$ cat config.mk
export PLATFORM = sky130hd
export DESIGN_NAME = linear_ramp_generator
export DESIGN_NICKNAME = d
export VERILOG_FILES = /design/src/sv/lrg_pkg.sv /design/src/sv/linear_ramp_generator.sv /design/src/sv/lrg_div.sv /design/src/sv/lrg_cfg.sv
export SDC_FILE = /design/constraint.sdc
export NUM_CORES = 1
export LEC_CHECK = 0
export BUFFER_PORTS_ARGS = -buffer_cell sky130_fd_sc_hd__buf_2
export CAP_MARGIN = 15
export CELL_PAD_IN_SITES_DETAIL_PLACEMENT = 1
export CELL_PAD_IN_SITES_GLOBAL_PLACEMENT = 2
export CORE_MARGIN = 5
export CORE_UTILIZATION = 36
export CTS_CLUSTER_SIZE = 28
export DETAILED_ROUTE_END_ITERATION = 8
export PLACE_DENSITY = 0.85
export SYNTH_ARGS = -nofsm -noshare
export SYNTH_HDL_FRONTEND = slang
export SYNTH_SLANG_ARGS = --single-unit
export TNS_END_PERCENT = 50
$ cat constraint.sdc
create_clock -name clk -period 4.8 [get_ports clk]
set_clock_uncertainty 0.1 [all_clocks]
set_input_delay 0.48 -clock clk [delete_from_list [all_inputs] [get_ports clk]]
set_output_delay 0.48 -clock clk [all_outputs]
set_load 0.005 [all_outputs]
$ cat src/sv/lrg_pkg.sv
// Package for the linear ramp generator: widths, command codes, reset values
// and the request struct shared by the top level and the divider.
// No dependencies.
package lrg_pkg;

  localparam int LEVEL_W    = 32;            // signed Q16.16 level
  localparam int STEP_W     = LEVEL_W + 2;   // signed Q18.16 step
  localparam int DIST_W     = LEVEL_W + 1;   // target - current, exact
  localparam int COUNT_BITS = 20;            // grain counter
  localparam int GRAIN_W    = 16;            // grain_period register
  localparam int TIME_W     = 20;            // ramp_time field
  localparam int DIV_W      = DIST_W;        // divider dividend / quotient width
  localparam int DIV_CNT_W  = $clog2(DIV_W + 1);
  localparam int IN_TDATA_W = ((LEVEL_W + TIME_W + 7) / 8) * 8;
  localparam int CFG_ADDR_W = 3;
  localparam int CFG_DATA_W = 32;

  localparam logic [GRAIN_W-1:0] GRAIN_RESET = GRAIN_W'(20);

  typedef enum logic [1:0] {
    CMD_TICK = 2'd0,
    CMD_GO   = 2'd1,
    CMD_SET  = 2'd2,
    CMD_STOP = 2'd3
  } cmd_t;

  // register index, taken from paddr[2]
  localparam logic REG_IDX_GRAIN = 1'b0;

  typedef struct packed {
    logic start;     // load operands and begin
    logic short_op;  // dividend is only TIME_W bits wide
  } div_req_t;

endpackage

$ cat src/sv/linear_ramp_generator.sv
// Linear ramp generator top level: command stream in, level stream out.
// Depends on lrg_pkg, lrg_cfg, lrg_div.
//
// Usage:
//   Input transactions carry a command in in_tuser (tick, go, set, stop) with
//   the level and ramp time in in_tdata. A go computes grains = ramp_time /
//   grain_period and step = (target - level) / grains on one shared
//   bit-serial divider, then arms the ramp. Each armed tick emits one output
//   transaction: the new level on out_tdata, out_tlast high on the final
//   grain, where the level lands exactly on the target.
// Timing:
//   tick, set, stop: a tick result is registered and appears the cycle after accept.
//   go: in_tready low while the divider runs 20 steps for the grain count,
//   then 33 steps for the step size, plus handoff.
//   A go that yields zero grains jumps to the target after the first pass.
// Stall: one output register; while it holds a result the receiver has not
//   taken, in_tready follows out_tready, so a new command enters the same
//   cycle the old result leaves.
// Reset: synchronous active-low; level, target, step, count clear to zero,
//   ramp disarmed, grain_period back to 20.
// Config: grain_period at byte address 0; write only while idle.
module linear_ramp_generator import lrg_pkg::*; (
  input  logic                  clk,
  input  logic                  rst_n,
  // command stream
  input  logic                  in_tvalid,
  output logic                  in_tready,
  input  logic [IN_TDATA_W-1:0] in_tdata,   // [31:0] level_in, [51:32] ramp_time, rest 0
  input  logic [1:0]            in_tuser,   // [1:0] cmd
  // level stream
  output logic                  out_tvalid,
  input  logic                  out_tready,
  output logic [LEVEL_W-1:0]    out_tdata,  // [31:0] level_out
  output logic                  out_tlast,  // ramp_done
  // configuration
  input  logic                  cfg_psel,
  input  logic                  cfg_penable,
  input  logic                  cfg_pwrite,
  input  logic [CFG_ADDR_W-1:0] cfg_paddr,
  input  logic [CFG_DATA_W-1:0] cfg_pwdata,
  output logic [CFG_DATA_W-1:0] cfg_prdata,
  output logic                  cfg_pready
);

  typedef enum logic [1:0] {
    ST_IDLE,
    ST_GRAIN,   // ramp_time / grain_period
    ST_STEP     // |distance| / grains
  } state_t;

  state_t                    state_r;
  logic signed [LEVEL_W-1:0] cur_r, tgt_r;
  logic signed [STEP_W-1:0]  step_r;
  logic [COUNT_BITS-1:0]     grains_r;
  logic                      armed_r;
  logic                      neg_r;
  logic                      out_valid_r;
  logic [LEVEL_W-1:0]        out_level_r;
  logic                      out_done_r;

  logic [GRAIN_W-1:0]        grain_period;
  div_req_t                  div_req;
  logic [DIV_W-1:0]          div_dividend;
  logic [COUNT_BITS-1:0]     div_divisor;
  logic                      div_done;
  logic [DIV_W-1:0]          div_q;

  cmd_t                      cmd;
  logic signed [LEVEL_W-1:0] level_in;
  logic [TIME_W-1:0]         ramp_time;
  logic                      acc;
  logic                      tick_fire;

  logic signed [STEP_W:0]    sum;
  logic signed [LEVEL_W-1:0] sum_clamp;
  logic [COUNT_BITS-1:0]     grains_dec;
  logic signed [DIST_W-1:0]  span;
  logic [DIST_W-1:0]         dist_mag;
  logic [COUNT_BITS-1:0]     grain_cnt;
  logic [STEP_W-1:0]         step_mag;

  lrg_cfg u_cfg (
    .clk          (clk),
    .rst_n        (rst_n),
    .psel         (cfg_psel),
    .penable      (cfg_penable),
    .pwrite       (cfg_pwrite),
    .paddr        (cfg_paddr),
    .pwdata       (cfg_pwdata),
    .prdata       (cfg_prdata),
    .pready       (cfg_pready),
    .grain_period (grain_period)
  );

  lrg_div u_div (
    .clk      (clk),
    .rst_n    (rst_n),
    .req      (div_req),
    .dividend (div_dividend),
    .divisor  (div_divisor),
    .done     (div_done),
    .quotient (div_q)
  );

  assign cmd       = cmd_t'(in_tuser);
  assign level_in  = in_tdata[LEVEL_W-1:0];
  assign ramp_time = in_tdata[LEVEL_W +: TIME_W];

  // commands enter only when idle and the output slot is free or draining
  assign in_tready = (state_r == ST_IDLE) && (!out_valid_r || out_tready);
  assign acc       = in_tvalid && in_tready;
  assign tick_fire = acc && (cmd == CMD_TICK) && armed_r;

  // tick datapath: one wide add, clamp, count down
  always_comb begin
    sum = {{(STEP_W+1-LEVEL_W){cur_r[LEVEL_W-1]}}, cur_r} + {step_r[STEP_W-1], step_r};
    if (sum > (STEP_W+1)'(signed'({1'b0, {(LEVEL_W-1){1'b1}}}))) begin
      sum_clamp = {1'b0, {(LEVEL_W-1){1'b1}}};
    end else if (sum < -((STEP_W+1)'(signed'({1'b0, {(LEVEL_W-1){1'b1}}})) + 1)) begin
      sum_clamp = {1'b1, {(LEVEL_W-1){1'b0}}};
    end else begin
      sum_clamp = sum[LEVEL_W-1:0];
    end
    grains_dec = grains_r - 1'b1;
  end

  // step operands: exact distance and its magnitude
  always_comb begin
    span      = {tgt_r[LEVEL_W-1], tgt_r} - {cur_r[LEVEL_W-1], cur_r};
    dist_mag  = span[DIST_W-1] ? DIST_W'(-span) : DIST_W'(span);
    grain_cnt = div_q[COUNT_BITS-1:0];
    step_mag  = {1'b0, div_q};
  end

  // divider request: grain pass on go, step pass when a nonzero count lands
  always_comb begin
    div_req      = '0;
    div_dividend = DIV_W'(ramp_time);
    div_divisor  = (grain_period == '0) ? COUNT_BITS'(1) : COUNT_BITS'(grain_period);
    if (state_r == ST_IDLE) begin
      div_req.start    = acc && (cmd == CMD_GO);
      div_req.short_op = 1'b1;
    end else if (state_r == ST_GRAIN) begin
      div_req.start    = div_done && (grain_cnt != '0);
      div_req.short_op = 1'b0;
      div_dividend     = dist_mag;
      div_divisor      = grain_cnt;
    end
  end

  always_ff @(posedge clk) begin
    if (!rst_n) begin
      state_r     <= ST_IDLE;
      cur_r       <= '0;
      tgt_r       <= '0;
      step_r      <= '0;
      grains_r    <= '0;
      armed_r     <= 1'b0;
      neg_r       <= 1'b0;
      out_valid_r <= 1'b0;
      out_done_r  <= 1'b0;
      out_level_r <= '0;
    end else begin
      // a new tick result loads the slot; otherwise it drains on out_tready
      out_valid_r <= tick_fire || (out_valid_r && !out_tready);
      unique case (state_r)
        ST_IDLE: begin
          if (acc) begin
            unique case (cmd)
              CMD_TICK: begin
                if (armed_r) begin
                  grains_r <= grains_dec;
                  if (grains_dec == '0) begin
                    // last grain: land exactly on the target
                    cur_r       <= tgt_r;
                    armed_r     <= 1'b0;
                    out_level_r <= tgt_r;
                    out_done_r  <= 1'b1;
                  end else begin
                    cur_r       <= sum_clamp;
                    out_level_r <= sum_clamp;
                    out_done_r  <= 1'b0;
                  end
                end
              end
              CMD_GO: begin
                tgt_r   <= level_in;
                state_r <= ST_GRAIN;
              end
              CMD_SET: begin
                cur_r   <= level_in;
                armed_r <= 1'b0;
              end
              CMD_STOP: begin
                armed_r <= 1'b0;
              end
              default: ;
            endcase
          end
        end
        ST_GRAIN: begin
          if (div_done) begin
            if (grain_cnt == '0) begin
              // too short for one grain: jump straight to the target
              cur_r    <= tgt_r;
              step_r   <= '0;
              grains_r <= '0;
              armed_r  <= 1'b0;
              state_r  <= ST_IDLE;
            end else begin
              grains_r <= grain_cnt;
              neg_r    <= span[DIST_W-1];
              state_r  <= ST_STEP;
            end
          end
        end
        ST_STEP: begin
          if (div_done) begin
            step_r  <= neg_r ? -$signed(step_mag) : $signed(step_mag);
            armed_r <= 1'b1;
            state_r <= ST_IDLE;
          end
        end
        default: state_r <= ST_IDLE;
      endcase
    end
  end

  assign out_tvalid = out_valid_r;
  assign out_tdata  = out_level_r;
  assign out_tlast  = out_done_r;

endmodule

$ cat src/sv/lrg_div.sv
// Shared restoring divider, one quotient bit per cycle.
// Unsigned DIV_W-bit dividend by COUNT_BITS-bit divisor. Depends on lrg_pkg.
module lrg_div import lrg_pkg::*; (
  input  logic                  clk,
  input  logic                  rst_n,
  input  div_req_t              req,
  input  logic [DIV_W-1:0]      dividend,
  input  logic [COUNT_BITS-1:0] divisor,
  output logic                  done,
  output logic [DIV_W-1:0]      quotient
);

  logic [DIV_W-1:0]      q_r, q_nxt;
  logic [COUNT_BITS-1:0] rem_r, rem_nxt;
  logic [COUNT_BITS-1:0] dvs_r;
  logic [DIV_CNT_W-1:0]  cnt_r;
  logic                  busy_r;
  logic                  done_r;

  logic [COUNT_BITS:0]   rem_sh;
  logic [COUNT_BITS+1:0] diff;
  logic                  ge;

  always_comb begin
    rem_sh  = {rem_r, q_r[DIV_W-1]};
    diff    = {1'b0, rem_sh} - {2'b00, dvs_r};
    ge      = ~diff[COUNT_BITS+1];
    rem_nxt = ge ? diff[COUNT_BITS-1:0] : rem_sh[COUNT_BITS-1:0];
    q_nxt   = {q_r[DIV_W-2:0], ge};
  end

  always_ff @(posedge clk) begin
    if (!rst_n) begin
      busy_r <= 1'b0;
      done_r <= 1'b0;
      cnt_r  <= '0;
    end else begin
      done_r <= 1'b0;
      if (req.start) begin
        busy_r <= 1'b1;
        cnt_r  <= req.short_op ? DIV_CNT_W'(TIME_W) : DIV_CNT_W'(DIV_W);
      end else if (busy_r) begin
        cnt_r <= cnt_r - 1'b1;
        if (cnt_r == DIV_CNT_W'(1)) begin
          busy_r <= 1'b0;
          done_r <= 1'b1;
        end
      end
    end
  end

  // datapath, no reset needed
  always_ff @(posedge clk) begin
    if (req.start) begin
      rem_r <= '0;
      dvs_r <= divisor;
      // short form: park the narrow dividend at the top so fewer steps suffice
      q_r   <= req.short_op ? {dividend[TIME_W-1:0], {(DIV_W-TIME_W){1'b0}}} : dividend;
    end else if (busy_r) begin
      rem_r <= rem_nxt;
      q_r   <= q_nxt;
    end
  end

  assign done     = done_r;
  assign quotient = q_r;

endmodule

$ cat src/sv/lrg_cfg.sv
// APB-style register slave holding grain_period.
// Depends on lrg_pkg.
module lrg_cfg import lrg_pkg::*; (
  input  logic                  clk,
  input  logic                  rst_n,
  input  logic                  psel,
  input  logic                  penable,
  input  logic                  pwrite,
  input  logic [CFG_ADDR_W-1:0] paddr,
  input  logic [CFG_DATA_W-1:0] pwdata,
  output logic [CFG_DATA_W-1:0] prdata,
  output logic                  pready,
  output logic [GRAIN_W-1:0]    grain_period
);

  logic [GRAIN_W-1:0] grain_r;
  logic               hit;

  assign hit    = (paddr[2] == REG_IDX_GRAIN);
  assign pready = 1'b1;

  always_ff @(posedge clk) begin
    if (!rst_n) begin
      grain_r <= GRAIN_RESET;
    end else if (psel && penable && pwrite && pready && hit) begin
      grain_r <= pwdata[GRAIN_W-1:0];
    end
  end

  assign prdata       = hit ? CFG_DATA_W'(grain_r) : '0;
  assign grain_period = grain_r;

endmodule

======== After elaboration in Yosys (flattened, before gate mapping) ========
Cells that the tools add are included.
storage, ports and cells
  logic and storage cells ................. 136
  output and inout port bits .............. 68
  register bits ........................... 253
operators by class
  reduce and logical (&&, ||, !) cells .... 34
  add/sub/neg operators ................... 7
  bitwise operators ....................... 5
  equality and inequality tests ........... 16
  $lt $le $gt $ge ......................... 2
  mux-type cells .......................... 55
operators by type and width
  operator               count
  $mux 32                7
  $mux 33                6
  $mux 20                8
  $mux 34                4
  $pmux 32 s2            2
  $pmux 34 s2            1
  $logic_not 20->1       2
  $pmux 20 s2            1
  $add 32x34->35         1
  $gt 35x32->1 const B   1
  $lt 35x32->1 const B   1
  $neg 33->34            1
  $neg 33->33            1
  $sub 32x32->33         1
  $mux 16                2
  $sub 21x20->22         1
  $reduce_bool 20->1     1
  $sub 20x1->20 const B  1
  $mux 6                 3
  $logic_not 16->1       1
  $mux 2                 7
  $reduce_and 4->1       3
  $reduce_and 6->1       2
  $mux 1                 11
  23 further kinds       50

======== Longest topological paths before layout ========
  depth after elaboration ................. 9
  gate-level depth with buffers ........... 16

======== Cells and area by module ========
From an unflattened synthesis, not the netlist that was laid out.
unflattened totals
  cells, all modules ...................... 2471
  area total of the unflattened synthesis .. 19052.0 um2
by module, submodules not included
  module                 cells an instance  area an instance (um2)  seq. area each (um2)  instances
  linear_ramp_generator  1917               13660.6                 3123.0                1
  lrg_div                448                4474.3                  2152.1                1
  lrg_cfg                106                917.1                   320.3                 1

======== Worst setup path before layout ========
OpenSTA, ideal clock, no wires.
  path type ............................... register to register
  start ................................... register u_div.q_r[0] (netlist: u_div.quotient[0])
  end ..................................... register u_div.q_r[0] (netlist: u_div.quotient[0]) (enable)
  arrival ................................. 2.926 ns
  setup slack ............................. 1.289 ns
  cell stages (with the launch flop) ...... 12
  path buffers ............................ 1
  period minus slack after synthesis ...... 3.511 ns
  data required time ...................... 4.216 ns
  cell sequence ........................... edfxtp_1 inv_1 ha_1 or3b_1 nor4_1 nand2_1 or3_1 nand2_1 nor3b_2 nor2_4 buf_1 nand2_1
on the way
  word-level cells in the longest chain between the ends .. 5
RTL lines
  what                                RTL line                      text
  start: declaration                  lrg_div.sv:13                 logic [DIV_W-1:0] q_r, q_nxt;
  start signal: assignment            lrg_div.sv:58                 q_r <= req.short_op ? {dividend[TIME_W-1:0], {(DIV_W-TIME_W){1'b0}}} : dividend;
  start signal: assignment            lrg_div.sv:61                 q_r <= q_nxt;
  $reduce_bool 20->1                  linear_ramp_generator.sv:144  div_req.start = div_done && (grain_cnt != '0);
  $logic_and 1x1->1                   linear_ramp_generator.sv:144
  $mux 2                              linear_ramp_generator.sv:143  end else if (state_r == ST_GRAIN) begin
  $mux 2                              linear_ramp_generator.sv:140  if (state_r == ST_IDLE) begin
  $reduce_bool 2->1 (no source line)  --
Every way passes these cells.
A chain may end at the register's enable or synchronous reset.

======== Final worst setup path ========
  start ................................... register u_div.q_r[0] (netlist: u_div.quotient[0])
  end ..................................... register u_div.q_r[31] (netlist: u_div.quotient[31]) (data pin)
on the way
  word-level cells in the longest chain between the ends .. 5
RTL lines
  what                RTL line                      text
  $reduce_bool 20->1  linear_ramp_generator.sv:144
  $logic_and 1x1->1   linear_ramp_generator.sv:144
  $mux 2              linear_ramp_generator.sv:143
  $mux 2              linear_ramp_generator.sv:140
  $mux 33             lrg_div.sv:54                 if (req.start) begin
Every way passes these cells.

==> out/qor.csv <==
stage,metric,value,unit
status,status,completed,
synthesis,Synth Instances,2443,
synthesis,"Seq/Total Area, Yosys",0.298,
timing,Slew HR,0.253,
clocking,H-tree levels,2,
worst_setup_path,critical path startpoint category,register,
worst_setup_path,CP max stage cell,edfxtp_1,
floorplan,die width,239,microns
clocking,clock buffer depth,3,
routing,Iter 0 DRT Violations,1064,
clocking,hold_buf cts,0,
worst_setup_path,worst stage delay on the critical path,520,ps
power_and_ir_drop,internal power,4.93,mW
job,max cap viols,0,
placement,dpl hpwl,54.1,mm
timing,"Slew Viols, Final",0,
global_route,vias in the first global route,19200,
worst_setup_path,crit path capture type,register,
routing,DR vias,18700,
timing,Tmin final,4240,ps
global_route,largest net degree at the start of global routing,70,
worst_setup_path,CP cell instances,inv_1 -> ha_1 -> or3b_1 -> nor4_1 -> nand2_1 -> or3_1 -> nand2_1 -> nor3b_2 -> nor2_4 -> inv_2 -> nor2_1 -> nand4b_1 -> o21ai_0 -> or3b_1,
placement,IO buf count,128,
power_and_ir_drop,switching power,2.99,mW
cells_and_area,share of layout cells above drive strength 1,0.119,
cells_and_area,post-layout util,0.408,
clocking,Num CTS Buffers,34,
clocking,clk slew on worst S/H paths,60,ps
cells_and_area,fillers,6322,
routing,# DRC,0,
synthesis,ys async rst share,0,
global_route,Total Routing Usage GR,0.244,
clocking,post-CTS setup buffers,0,
routing,final WL,72.1,mm
power_and_ir_drop,Sw Ratio,0.378,
timing,Final Hold Fails,0,
clocking,post-cts sizing count,0,
worst_setup_path,Max Fanout on Critical Path,11,
cells_and_area,Area Overhead vs Synth,11.7,%
power_and_ir_drop,Reg power frac,0.318,
worst_setup_path,WS Path Type,reg2reg,
synthesis,"FF+latch count, synth",253,
clocking,CTS tree,built,
floorplan,Initial Util,0.365,
routing,WL/cell,22.6,microns
timing,RSZ-0062 raised after global routing,no,
routing,ANT nets after route,0,
timing,worst-margin pin slew,1120,ps
synthesis,most frequent cell after synthesis,nand2_1,
floorplan,IO Pins,168,
clocking,root buf cell,clkbuf_16,
synthesis,most frequently used flop master after synthesis,dfxtp_1,
clocking,clock sink count,253,
synthesis,library cells used by synthesis,106,
power_and_ir_drop,total power,7.92,mW
power_and_ir_drop,Logic pwr share,0.363,
placement,gp weighted congestion,0.927,
global_route,grt ovf,0,
synthesis,post-synth top area share,0.213,
power_and_ir_drop,LEAKAGE,8.28,nW
worst_setup_path,CP required,5000,ps
power_and_ir_drop,Worst VDD drop,0.194,mV
global_route,first-pass GRT wire length,112,mm
power_and_ir_drop,Pwr Density,377,nW/um^2
cells_and_area,Layout Cells excl Fill,3191,
power_and_ir_drop,Clk pwr share,0.320,
cells_and_area,layout net count,2687,
placement,DP Cell Count,3131,
timing,worst hold slack,41.1,ps
floorplan,FP Rows,83,
floorplan,die area,56900,sq um
synthesis,top cells by area in the synthesized netlist,"dfxtp_1, edfxtp_1, ha_1",
floorplan,DIE HEIGHT,239,microns
synthesis,Syn Std Cell Area,18800,sq um
timing,Setup Viol. Count Final,0,
timing,final worst-path cycle share,0.883,
clocking,clk_lat worst skew,550,ps
synthesis,syn avg cell area,7.70,sq um
routing,number of detailed-route iterations in the first pass,5,
cells_and_area,ANT cells,0,
global_route,initial antenna violation count,0,
floorplan,core area,51500,sq um
timing,Total Neg Setup Slack,0,ps
synthesis,Synth area leader,dfxtp_1,
synthesis,number of flops mapped to enable cells by yosys,53,
synthesis,Synth top cells by count,"nand2_1, a21oi_1, o21ai_0",
routing,vias per inst,5.87,
worst_setup_path,Critical Path AT,4430,ps
timing,Max Clk Rate,236,MHz
synthesis,Yosys warning count,0,
hold_path,Hold WC Path Type,in2reg,
[critical path, delay by kind of cell, from the launching register on]
family / cells / cell delay (ps)
flip-flops: 1 / 520
adder cells (fa/ha/maj): 1 / 210
AO/OA/AOI/OAI: 1 / 130
buffers and inverters: 2 / 400
AND/OR/NAND/NOR: 10 / 2610
[final timing paths]
check	startpoint	to	slack (ps)	cells past startpoint
max	u_div.quotient[0]	u_div.quotient[31]	560	14
max reg2reg	u_div.quotient[0]	u_div.quotient[31]	560	14
min	cfg_pwdata[4]	u_cfg.grain_period[4]	40	3
min reg2reg	out_tdata[22]	out_tdata[22]	340	2
[per-stage QoR]
step | cell area, sq um | setup slack, ps
after global placement | 19900 | 717
after global routing | 21000 | 292
after floorplan | 18900 | 1290
after CTS | 21000 | 630
final | 21000 | 562
after detailed placement | 19900 | 628
[sequential cells by signal, indices dropped and copies added, names as in the netlist, 2 cells and up]
name / cells
step_r: 34
u_div.quotient: 33
cur_r: 32
out_tdata: 32
tgt_r: 32
grains_r: 20
u_div.dvs_r: 20
u_div.rem_r: 20
u_cfg.grain_period: 16
u_div.cnt_r: 6
state_r: 2
[kinds of logic (layout without fill, tap and decap cells)]
| kind of cell | after synthesis | after routing | synth area share |
|---|---|---|---|
| muxes | 31 | 31 | 0.0166 |
| other | 2 | 17 | 0.000399 |
| DFF | 253 | 253 | 0.298 |
| buffers and inverters | 277 | 330 | 0.0615 |
| adders and majority gates | 100 | 100 | 0.0677 |
| AOI/OAI and AO/OA | 805 | 805 | 0.276 |
| and+or+nand+nor | 847 | 847 | 0.220 |
| xor gates and xnor gates | 128 | 128 | 0.0600 |
[area by class of cell]
cell class              instances  area, sq um  area share
multi-input cells            1928        12100       0.578
inverters                     103          388      0.0185
repair buffers                167          946      0.0450
well taps                     680          851      0.0405
flip-flops and latches        253         5600       0.266
clock buffers                  50          982      0.0468
clock inverters                10          101     0.00482
[layout by cell type (no fill, tap or decap), drive strengths merged, types with 16 or more instances in the layout]
cell type	instances
nand2	318
o21ai	232
a21oi	217
dfxtp	200
nor2	181
buf	167
inv	102
ha	97
xnor2	84
nand3	61
a211oi	54
edfxtp	53
a21o	51
nor3	50
clkbuf	50
xor2	44
a22oi	42
nor2b	36
mux2i	29
nand3b	27
nand4	26
o31ai	26
a31oi	26
nor4	24
nand2b	20
and3	18
or3	17
o21ba	17
conb	17
o21a	16
and2	16
[layer usage]
| metal | GRT usage | wire (microns) | vias up |
|---|---|---|---|
| met1 | 0.304 | 30800 | 9308 |
| met3 | 0.0339 | 2930 | 157 |
| met5 | 0 | 0 | - |
| li1 | - | - | 8852 |
| met2 | 0.433 | 35700 | 413 |
| met4 | 0.0854 | 2710 | 0 |
[power by group through the flow]
stage,clock network [mW],logic [mW],registers (mW)
after floorplan,0,2.13,2.47
after global placement,0,2.75,2.55
after detailed placement,0,2.84,2.56
after CTS,2.58,2.86,2.51
after global routing,2.68,3.15,2.53
final,2.53,2.87,2.52
Power figures use the tool's default switching activity.
